==> src/npcs_pkg.sv <==
// Package for the nearest palette color search block.
// Holds the palette geometry, field widths and command codes.
// No dependencies; used by the top level, the checker and the testbench.
package npcs_pkg;

  localparam int PALETTE_DEPTH = 64;
  localparam int ADDR_W        = $clog2(PALETTE_DEPTH);

  localparam int CHAN_W  = 8;
  localparam int ENTRY_W = 3 * CHAN_W;
  localparam int INDEX_W = 6;
  localparam int DIST_W  = 10;
  localparam int SIZE_W  = 7;

  localparam logic [SIZE_W-1:0] SIZE_RESET = SIZE_W'(64);
  localparam logic [DIST_W-1:0] DIST_MAX   = DIST_W'(765);

  typedef enum logic {
    CMD_WRITE = 1'b0,
    CMD_QUERY = 1'b1
  } cmd_e;

endpackage

==> src/npcs_ram.sv <==
// Generic single-write, single-read RAM with a registered read port.
// Depends on nothing; the palette store is one instance of it.
module npcs_ram #(
  parameter int WIDTH = 24,
  parameter int DEPTH = 64
) (
  input  logic                     clk_i,
  input  logic                     we_i,
  input  logic [$clog2(DEPTH)-1:0] waddr_i,
  input  logic [WIDTH-1:0]         wdata_i,
  input  logic [$clog2(DEPTH)-1:0] raddr_i,
  output logic [WIDTH-1:0]         rdata_o
);

  logic [WIDTH-1:0] mem_q [DEPTH];
  logic [WIDTH-1:0] rdata_q;

  always_ff @(posedge clk_i) begin
    if (we_i) begin
      mem_q[waddr_i] <= wdata_i;
    end
    rdata_q <= mem_q[raddr_i];
  end

  assign rdata_o = rdata_q;

endmodule

==> src/nearest_palette_color_search.sv <==
// Top level of the nearest palette color search: palette RAM, scan control and result register.
// Depends on npcs_pkg and npcs_ram.
//
//   channel  | direction | handshake              | payload
//   ---------+-----------+------------------------+-------------------------------------------
//   in       | input     | in_valid_i / in_stall_o | command, entry_index, red, green, blue
//   out      | output    | out_valid_o/out_stall_i | nearest_index, nearest_distance
//   cfg      | input     | cfg_we_i               | cfg_wdata_i (palette_size)
//
// A write beat does not hold off the input; the block can accept the next beat right after it.
// A query beat holds off the input while it scans the entries up to the clamped palette size:
// the scan reads one palette entry per cycle through the single RAM read port.
// The result lands in an output register, so the input is freed when the scan ends if the
// output is free; a stalled output holds the finished scan until the register drains.
// Reset clears control state and sets palette_size to 64; the palette is undefined until written.
module nearest_palette_color_search (
  input  logic                          clk_i,
  input  logic                          rst_ni,
  input  logic                          in_valid_i,
  output logic                          in_stall_o,
  input  logic                          command_i,
  input  logic [npcs_pkg::INDEX_W-1:0]  entry_index_i,
  input  logic [npcs_pkg::CHAN_W-1:0]   red_i,
  input  logic [npcs_pkg::CHAN_W-1:0]   green_i,
  input  logic [npcs_pkg::CHAN_W-1:0]   blue_i,
  output logic                          out_valid_o,
  input  logic                          out_stall_i,
  output logic [npcs_pkg::INDEX_W-1:0]  nearest_index_o,
  output logic [npcs_pkg::DIST_W-1:0]   nearest_distance_o,
  input  logic                          cfg_we_i,
  input  logic [npcs_pkg::SIZE_W-1:0]   cfg_wdata_i
);

  typedef enum logic [1:0] {
    ST_IDLE,
    ST_SCAN,
    ST_DONE
  } state_e;

  localparam int AW = npcs_pkg::ADDR_W;
  localparam int CW = npcs_pkg::CHAN_W;
  localparam int DW = npcs_pkg::DIST_W;

  state_e                          state_q, state_d;
  logic [npcs_pkg::SIZE_W-1:0]     size_q;
  logic [AW-1:0]                   cmp_idx_q, cmp_idx_d;
  logic [AW-1:0]                   last_q, last_d;
  logic [CW-1:0]                   pix_r_q, pix_g_q, pix_b_q;
  logic [AW-1:0]                   best_idx_q, best_idx_d;
  logic [DW-1:0]                   best_dist_q, best_dist_d;
  logic                            out_valid_q, out_valid_d;
  logic [npcs_pkg::INDEX_W-1:0]    out_idx_q, out_idx_d;
  logic [DW-1:0]                   out_dist_q, out_dist_d;

  logic                            in_accept;
  logic                            out_free;
  logic                            ram_we;
  logic [AW-1:0]                   ram_raddr;
  logic [npcs_pkg::ENTRY_W-1:0]    ram_rdata;
  logic [CW-1:0]                   ent_r, ent_g, ent_b;
  logic [CW-1:0]                   diff_r, diff_g, diff_b;
  logic [DW-1:0]                   cur_dist;
  logic                            take;
  logic [AW-1:0]                   new_idx;
  logic [DW-1:0]                   new_dist;

  assign in_accept = in_valid_i && (state_q == ST_IDLE);
  assign in_stall_o = (state_q != ST_IDLE);
  assign out_free = !out_valid_q || !out_stall_i;

  assign ram_we = in_accept && (command_i == npcs_pkg::CMD_WRITE)
                  && (int'(entry_index_i) < npcs_pkg::PALETTE_DEPTH);

  // While idle the read port already fetches entry 0 so a query starts comparing next cycle.
  assign ram_raddr = (state_q == ST_SCAN) ? cmp_idx_q + 1'b1 : '0;

  npcs_ram #(
    .WIDTH (npcs_pkg::ENTRY_W),
    .DEPTH (npcs_pkg::PALETTE_DEPTH)
  ) u_palette (
    .clk_i   (clk_i),
    .we_i    (ram_we),
    .waddr_i (AW'(entry_index_i)),
    .wdata_i ({red_i, green_i, blue_i}),
    .raddr_i (ram_raddr),
    .rdata_o (ram_rdata)
  );

  // Manhattan distance of the entry read this cycle against the held pixel.
  always_comb begin
    ent_r  = ram_rdata[3*CW-1:2*CW];
    ent_g  = ram_rdata[2*CW-1:CW];
    ent_b  = ram_rdata[CW-1:0];
    diff_r = (pix_r_q > ent_r) ? pix_r_q - ent_r : ent_r - pix_r_q;
    diff_g = (pix_g_q > ent_g) ? pix_g_q - ent_g : ent_g - pix_g_q;
    diff_b = (pix_b_q > ent_b) ? pix_b_q - ent_b : ent_b - pix_b_q;
    cur_dist = DW'(diff_r) + DW'(diff_g) + DW'(diff_b);
    // Only a strictly smaller distance replaces the best, so ties keep the lower index.
    take     = (cmp_idx_q == '0) || (cur_dist < best_dist_q);
    new_idx  = take ? cmp_idx_q : best_idx_q;
    new_dist = take ? cur_dist : best_dist_q;
  end

  // Last index to scan, with the palette size clamped to 1..PALETTE_DEPTH.
  always_comb begin
    if (size_q == '0) begin
      last_d = '0;
    end else if (int'(size_q) > npcs_pkg::PALETTE_DEPTH) begin
      last_d = AW'(npcs_pkg::PALETTE_DEPTH - 1);
    end else begin
      last_d = AW'(size_q - 1'b1);
    end
  end

  always_comb begin
    state_d     = state_q;
    cmp_idx_d   = cmp_idx_q;
    best_idx_d  = best_idx_q;
    best_dist_d = best_dist_q;
    out_valid_d = out_valid_q && out_stall_i;
    out_idx_d   = out_idx_q;
    out_dist_d  = out_dist_q;
    case (state_q)
      ST_IDLE: begin
        if (in_accept && (command_i == npcs_pkg::CMD_QUERY)) begin
          cmp_idx_d = '0;
          state_d   = ST_SCAN;
        end
      end
      ST_SCAN: begin
        best_idx_d  = new_idx;
        best_dist_d = new_dist;
        if (cmp_idx_q == last_q) begin
          if (out_free) begin
            out_valid_d = 1'b1;
            out_idx_d   = npcs_pkg::INDEX_W'(new_idx);
            out_dist_d  = new_dist;
            state_d     = ST_IDLE;
          end else begin
            state_d = ST_DONE;
          end
        end else begin
          cmp_idx_d = cmp_idx_q + 1'b1;
        end
      end
      ST_DONE: begin
        if (out_free) begin
          out_valid_d = 1'b1;
          out_idx_d   = npcs_pkg::INDEX_W'(best_idx_q);
          out_dist_d  = best_dist_q;
          state_d     = ST_IDLE;
        end
      end
      default: begin
        state_d = ST_IDLE;
      end
    endcase
  end

  always_ff @(posedge clk_i or negedge rst_ni) begin
    if (!rst_ni) begin
      state_q     <= ST_IDLE;
      out_valid_q <= 1'b0;
      size_q      <= npcs_pkg::SIZE_RESET;
    end else begin
      state_q     <= state_d;
      out_valid_q <= out_valid_d;
      if (cfg_we_i) begin
        size_q <= cfg_wdata_i;
      end
    end
  end

  always_ff @(posedge clk_i) begin
    cmp_idx_q   <= cmp_idx_d;
    best_idx_q  <= best_idx_d;
    best_dist_q <= best_dist_d;
    out_idx_q   <= out_idx_d;
    out_dist_q  <= out_dist_d;
    if (in_accept) begin
      pix_r_q <= red_i;
      pix_g_q <= green_i;
      pix_b_q <= blue_i;
      last_q  <= last_d;
    end
  end

  assign out_valid_o        = out_valid_q;
  assign nearest_index_o    = out_idx_q;
  assign nearest_distance_o = out_dist_q;

endmodule

==> config.mk <==
export PLATFORM = sky130hd
export DESIGN_NAME = nearest_palette_color_search
export DESIGN_NICKNAME = d
export VERILOG_FILES = /design/src/npcs_pkg.sv /design/src/npcs_ram.sv /design/src/nearest_palette_color_search.sv
export SDC_FILE = /design/constraint.sdc
export NUM_CORES = 2
export LEC_CHECK = 0
export ABC_CLOCK_PERIOD_IN_PS = 7000
export BUFFER_PORTS_ARGS = -buffer_cell sky130_fd_sc_hd__buf_2
export CAP_MARGIN = 20
export CORE_MARGIN = 2
export CORE_UTILIZATION = 50
export DETAILED_ROUTE_END_ITERATION = 12
export GPL_ROUTABILITY_DRIVEN = 0
export PLACE_DENSITY = 0.62
export SLEW_MARGIN = 20
export SYNTH_ARGS = -nofsm -noshare
export SYNTH_HDL_FRONTEND = slang
export SYNTH_SLANG_ARGS = --single-unit
==> constraint.sdc <==
create_clock -name clk_i -period 7 [get_ports clk_i]
set_input_delay 0 -clock clk_i [delete_from_list [all_inputs] [get_ports clk_i]]
set_output_delay 0 -clock clk_i [all_outputs]
set_load 0.02 [all_outputs]
==> results.md <==
- Status: complete, no violations
- Core Area: 131000 sq um
- Peak VDD IR: 0.00119 V
- Slew at the pin with the worst max-slew slack: ~1.2 ns
- Syn nets: ~4400
- RSZ-0062 raised after global routing: false
- CTS max path bufs: 3
- Average wire per standard cell: 31.1 um
- Num CTS Buffers: between 150 and 200
- First-pass GRT wire length: approximately 280000 um
- WP data arrival: 7.15 ns
- Layout Nets: 4593
- Post-CTS setup-driven buffer insertion count: 0
- Switching share of power: 0.399
- Crit path kind: register to register
- Crit Path Max Fanout: 16
- Max Cap Violations: 0
- Slew Viols, Final: 0
- Primary FF master, synth: edfxtp_1
- Hpwl dp: 110000 um
- Warnings, synthesis: 0
- GRT Overall Usage: 0.289
- Via count: 41100
- Period utilisation layout: 0.942
- Async SR Flop Fraction: 0.00611
- H-tree Lvls: 4
- Drt pass-1 iters: 10
- R2R depth: 23
- Critical path endpoint category: register
- Row cnt: 133
- Largest net degree at the start of global routing: 125
- F_max: 152 MHz
- Combinational Power Share: 0.499
- Cells after Synth: 4289
- Leakage: about 0.025 uW
- Die Footprint: 135000 sq um
- Floorplan die height: 368 um
- Seq/Total Area, Yosys: 0.739
- Grt total ovfl: 0
- Routed wire length: 198000 um
- Layout area overhead: 13.5%
- Post-synthesis cell type count: 79
- Fin Setup TNS: 0 ns
- Root Buffer: clkbuf_16
- CP startpoint kind: register
- Initial antenna violation count: 18
- Clock share of power: 0.211
- Vias in the first global route: a little under 40000
- Reg power frac: 0.291
- Via/cell ratio: 6.47
- Final Critical Period: around 6.6 ns
- CTS tree: yes
- Hold crit path type: primary input to register
- Initial core utilization: 0.503
- Worst skew pair latency: 0.83 ns
- Clk sinks: 1638
- Die Wd: 368 um
- Number of flops mapped to enable cells by yosys: 1604
- Endpoints failing setup: 0
- Mean post-synth cell area: between 15 and 20 sq um
- Routed Antenna Nets: 0
- Power Internal: 24900 uW
- Slew margin rel.: 0.215
- PwrDens: 552 nW/um^2
- Seq cells post-synth: approximately 1600
- Clock transition at the registers of the reported paths: 0.06 ns
- PortBufs: 60
- Switching power total: 16500 uW
- Share of cells above drive strength 1: 0.154
- Worst clock skew: roughly 0.028 ns
- Crit path required time: 7.56 ns
- Residual DRC: 0
- Netlist area before placement: between 60000 and 70000 sq um
- IO Pins: ~60
- Iteration-0 DRC Markers: 6300
- Hold Crit Depth: 4
- Final count of hold timing violations: 0
- Total power: 41400 uW
==> synth_stat cells, types with 15 or more instances <==
master / number / share of area
edfxtp_1: 1604 / 0.73
nand2_1: 290 / 0.016
o21ai_0: 233 / 0.018
nor2_1: 176 / 0.010
clkbuf_1: 162 / 0.0092
mux2i_1: 158 / 0.024
mux2_2: 131 / 0.022
a21oi_1: 126 / 0.0095
inv_1: 99 / 0.0056
o22ai_1: 89 / 0.0084
buf_2: 84 / 0.0064
a211oi_1: 81 / 0.0092
nand3_1: 74 / 0.0056
a222oi_1: 69 / 0.010
ha_1: 69 / 0.013
nor3_1: 69 / 0.0052
o211ai_1: 69 / 0.0078
and3_1: 67 / 0.0063
a31oi_1: 55 / 0.0052
a21o_1: 44 / 0.0050
o221ai_1: 39 / 0.0052
a22oi_1: 30 / 0.0034
nor4_1: 28 / 0.0026
o21ai_1: 26 / 0.0020
a221oi_1: 24 / 0.0032
dfxtp_1: 24 / 0.0073
xnor2_1: 24 / 0.0032
buf_4: 22 / 0.0025
nand4_1: 22 / 0.0021
a2111oi_0: 21 / 0.0028
buf_1: 21 / 0.0012
a311oi_1: 18 / 0.0024
fa_1: 15 / 0.0045
o32ai_1: 15 / 0.0020
==> state kept, by name (all words and copies together), names as in the netlist, 6 cells and up <==
name                cells
best_dist_q            10
best_idx_q              6
cmp_idx_q               6
last_q                  6
nearest_distance_o     10
nearest_index_o         6
pix_b_q                 8
pix_g_q                 8
pix_r_q                 8
size_q                  7
u_palette.mem_q      1536
u_palette.rdata_o      24
==> path summary, 6_finish.rpt <==
| check | startpoint | endpoint | slack, ns |
|---|---|---|---|
| min | out_stall_i | out_valid_o | 0.05 |
| max | pix_r_q[0] | nearest_distance_o[5] | 0.41 |
| max in group asynchronous | rst_ni | size_q[6] | 6.41 |
| max reg2reg | pix_r_q[0] | nearest_distance_o[5] | 0.41 |
| min reg2reg | state_q[1] | state_q[1] | 0.55 |
| min in group asynchronous | rst_ni | state_q[1] | 0.22 |
==> routing by layer <==
layer	global-route usage	vias up	part of all wire
met3	0.0516	378	0.11
met1	0.413	20900	0.40
li1	-	17400	-
met2	0.446	2456	0.45
met4	0.107	16	0.038
met5	0	-	0.00062
==> cell families (layout without fill, tap and decap cells) <==
group,after synthesis,in the layout,share of synthesized area
other,0,4,0
adder cells (fa/ha/maj),84,84,0.0176
flip-flops,1638,1638,0.739
multiplexers,300,300,0.0496
AO/OA/AOI/OAI,1043,1043,0.108
XOR/XNOR,39,39,0.00539
buffers and inverters,391,697,0.0250
AND/OR/NAND/NOR,794,794,0.0556
==> critical path, stage by stage, from the launching register on <==
cell and delay [ns]:
edfxtp_1 0.40, inv_1 0.07, ha_1 0.16, inv_1 0.05
fa_1 0.39, a21o_1 0.19, a221oi_1 0.44, o21ai_1 0.43
mux2_2 0.42, fa_1 0.43, ha_1 0.23, fa_1 0.45
a21o_1 0.17, a21oi_1 0.22, o21bai_1 0.09, a21oi_1 0.24
xnor2_1 0.21, ha_1 0.30, a21oi_1 0.17, o211ai_1 0.11
a41o_1 0.31, a21oi_1 0.19, buf_4 0.27, mux2_2 0.37
==> what timing repair did <==
| action | 4_1_cts | 5_1_grt |
|---|---|---|
| endpoints found under the hold margin | 1597 | 0 |
| endpoints found under the setup margin | 0 | 15 |
| hold buffers | 54 | 0 |
| gates resized for setup | 0 | 1 |
==> final cells by class <==
type	count	area, sq um
tap	1755	2200
clock buffer	210	4390
timing repair buffer	297	2350
fill	10300	56400
inverter	102	394
antenna	4	10.0
sequential	1638	48900
clock inverter	88	906
multi-input combinational	2260	16000
==> stage by stage <==
stage	setup slack, ns	instances	area (sq um)	hold WS, ns	utilization
4_1_cts	0.377	6350	75100	0.0111	0.571
3_5_place_dp	0.422	5998	69200	-0.114	0.527
2_1_floorplan	0.700	4289	66200	-0.296	-
5_1_grt	0.0107	6351	75100	0.0744	0.571
6_report	0.407	6354	75100	0.0462	0.571
3_3_place_gp	0.516	5998	69200	-0.119	0.527
==> placed cells by master, fill, tap and decap left out, types with 24 or more instances in the layout <==
cell / netlist / layout
ha_1: 69 / 67
buf_4: 22 / 172
inv_1: 99 / 96
o21ai_1: 26 / 25
dfxtp_1: 24 / 24
a221oi_1: 24 / 24
clkbuf_1: 162 / 40
a222oi_1: 69 / 69
nor2_2: 1 / 64
a21oi_1: 126 / 126
o221ai_1: 39 / 39
nor2_1: 176 / 112
mux2i_1: 158 / 158
a22oi_1: 30 / 30
dlygate4sd3_1: 0 / 54
mux2_2: 131 / 131
o211ai_1: 69 / 69
a21o_1: 44 / 44
o22ai_1: 89 / 89
o21ai_0: 233 / 233
and3_1: 67 / 67
a31oi_1: 55 / 55
nor3_1: 69 / 69
nor4_1: 28 / 25
a211oi_1: 81 / 79
nand2_1: 290 / 286
clkbuf_16: 0 / 169
edfxtp_1: 1604 / 1604
clkinv_1: 0 / 33
nand3_1: 74 / 73
buf_2: 84 / 60
==> power by group through the flow <==
stage | registers, uW | clock network (uW) | logic, uW
after detailed placement | 12300 | 0 | 20400
after global routing | 12100 | 9170 | 22200
after CTS | 12100 | 8800 | 20500
after global placement | 12300 | 0 | 20000
after floorplan | 12200 | 0 | 13500
final | 12100 | 8720 | 20700
Power figures use the tool's default switching activity.
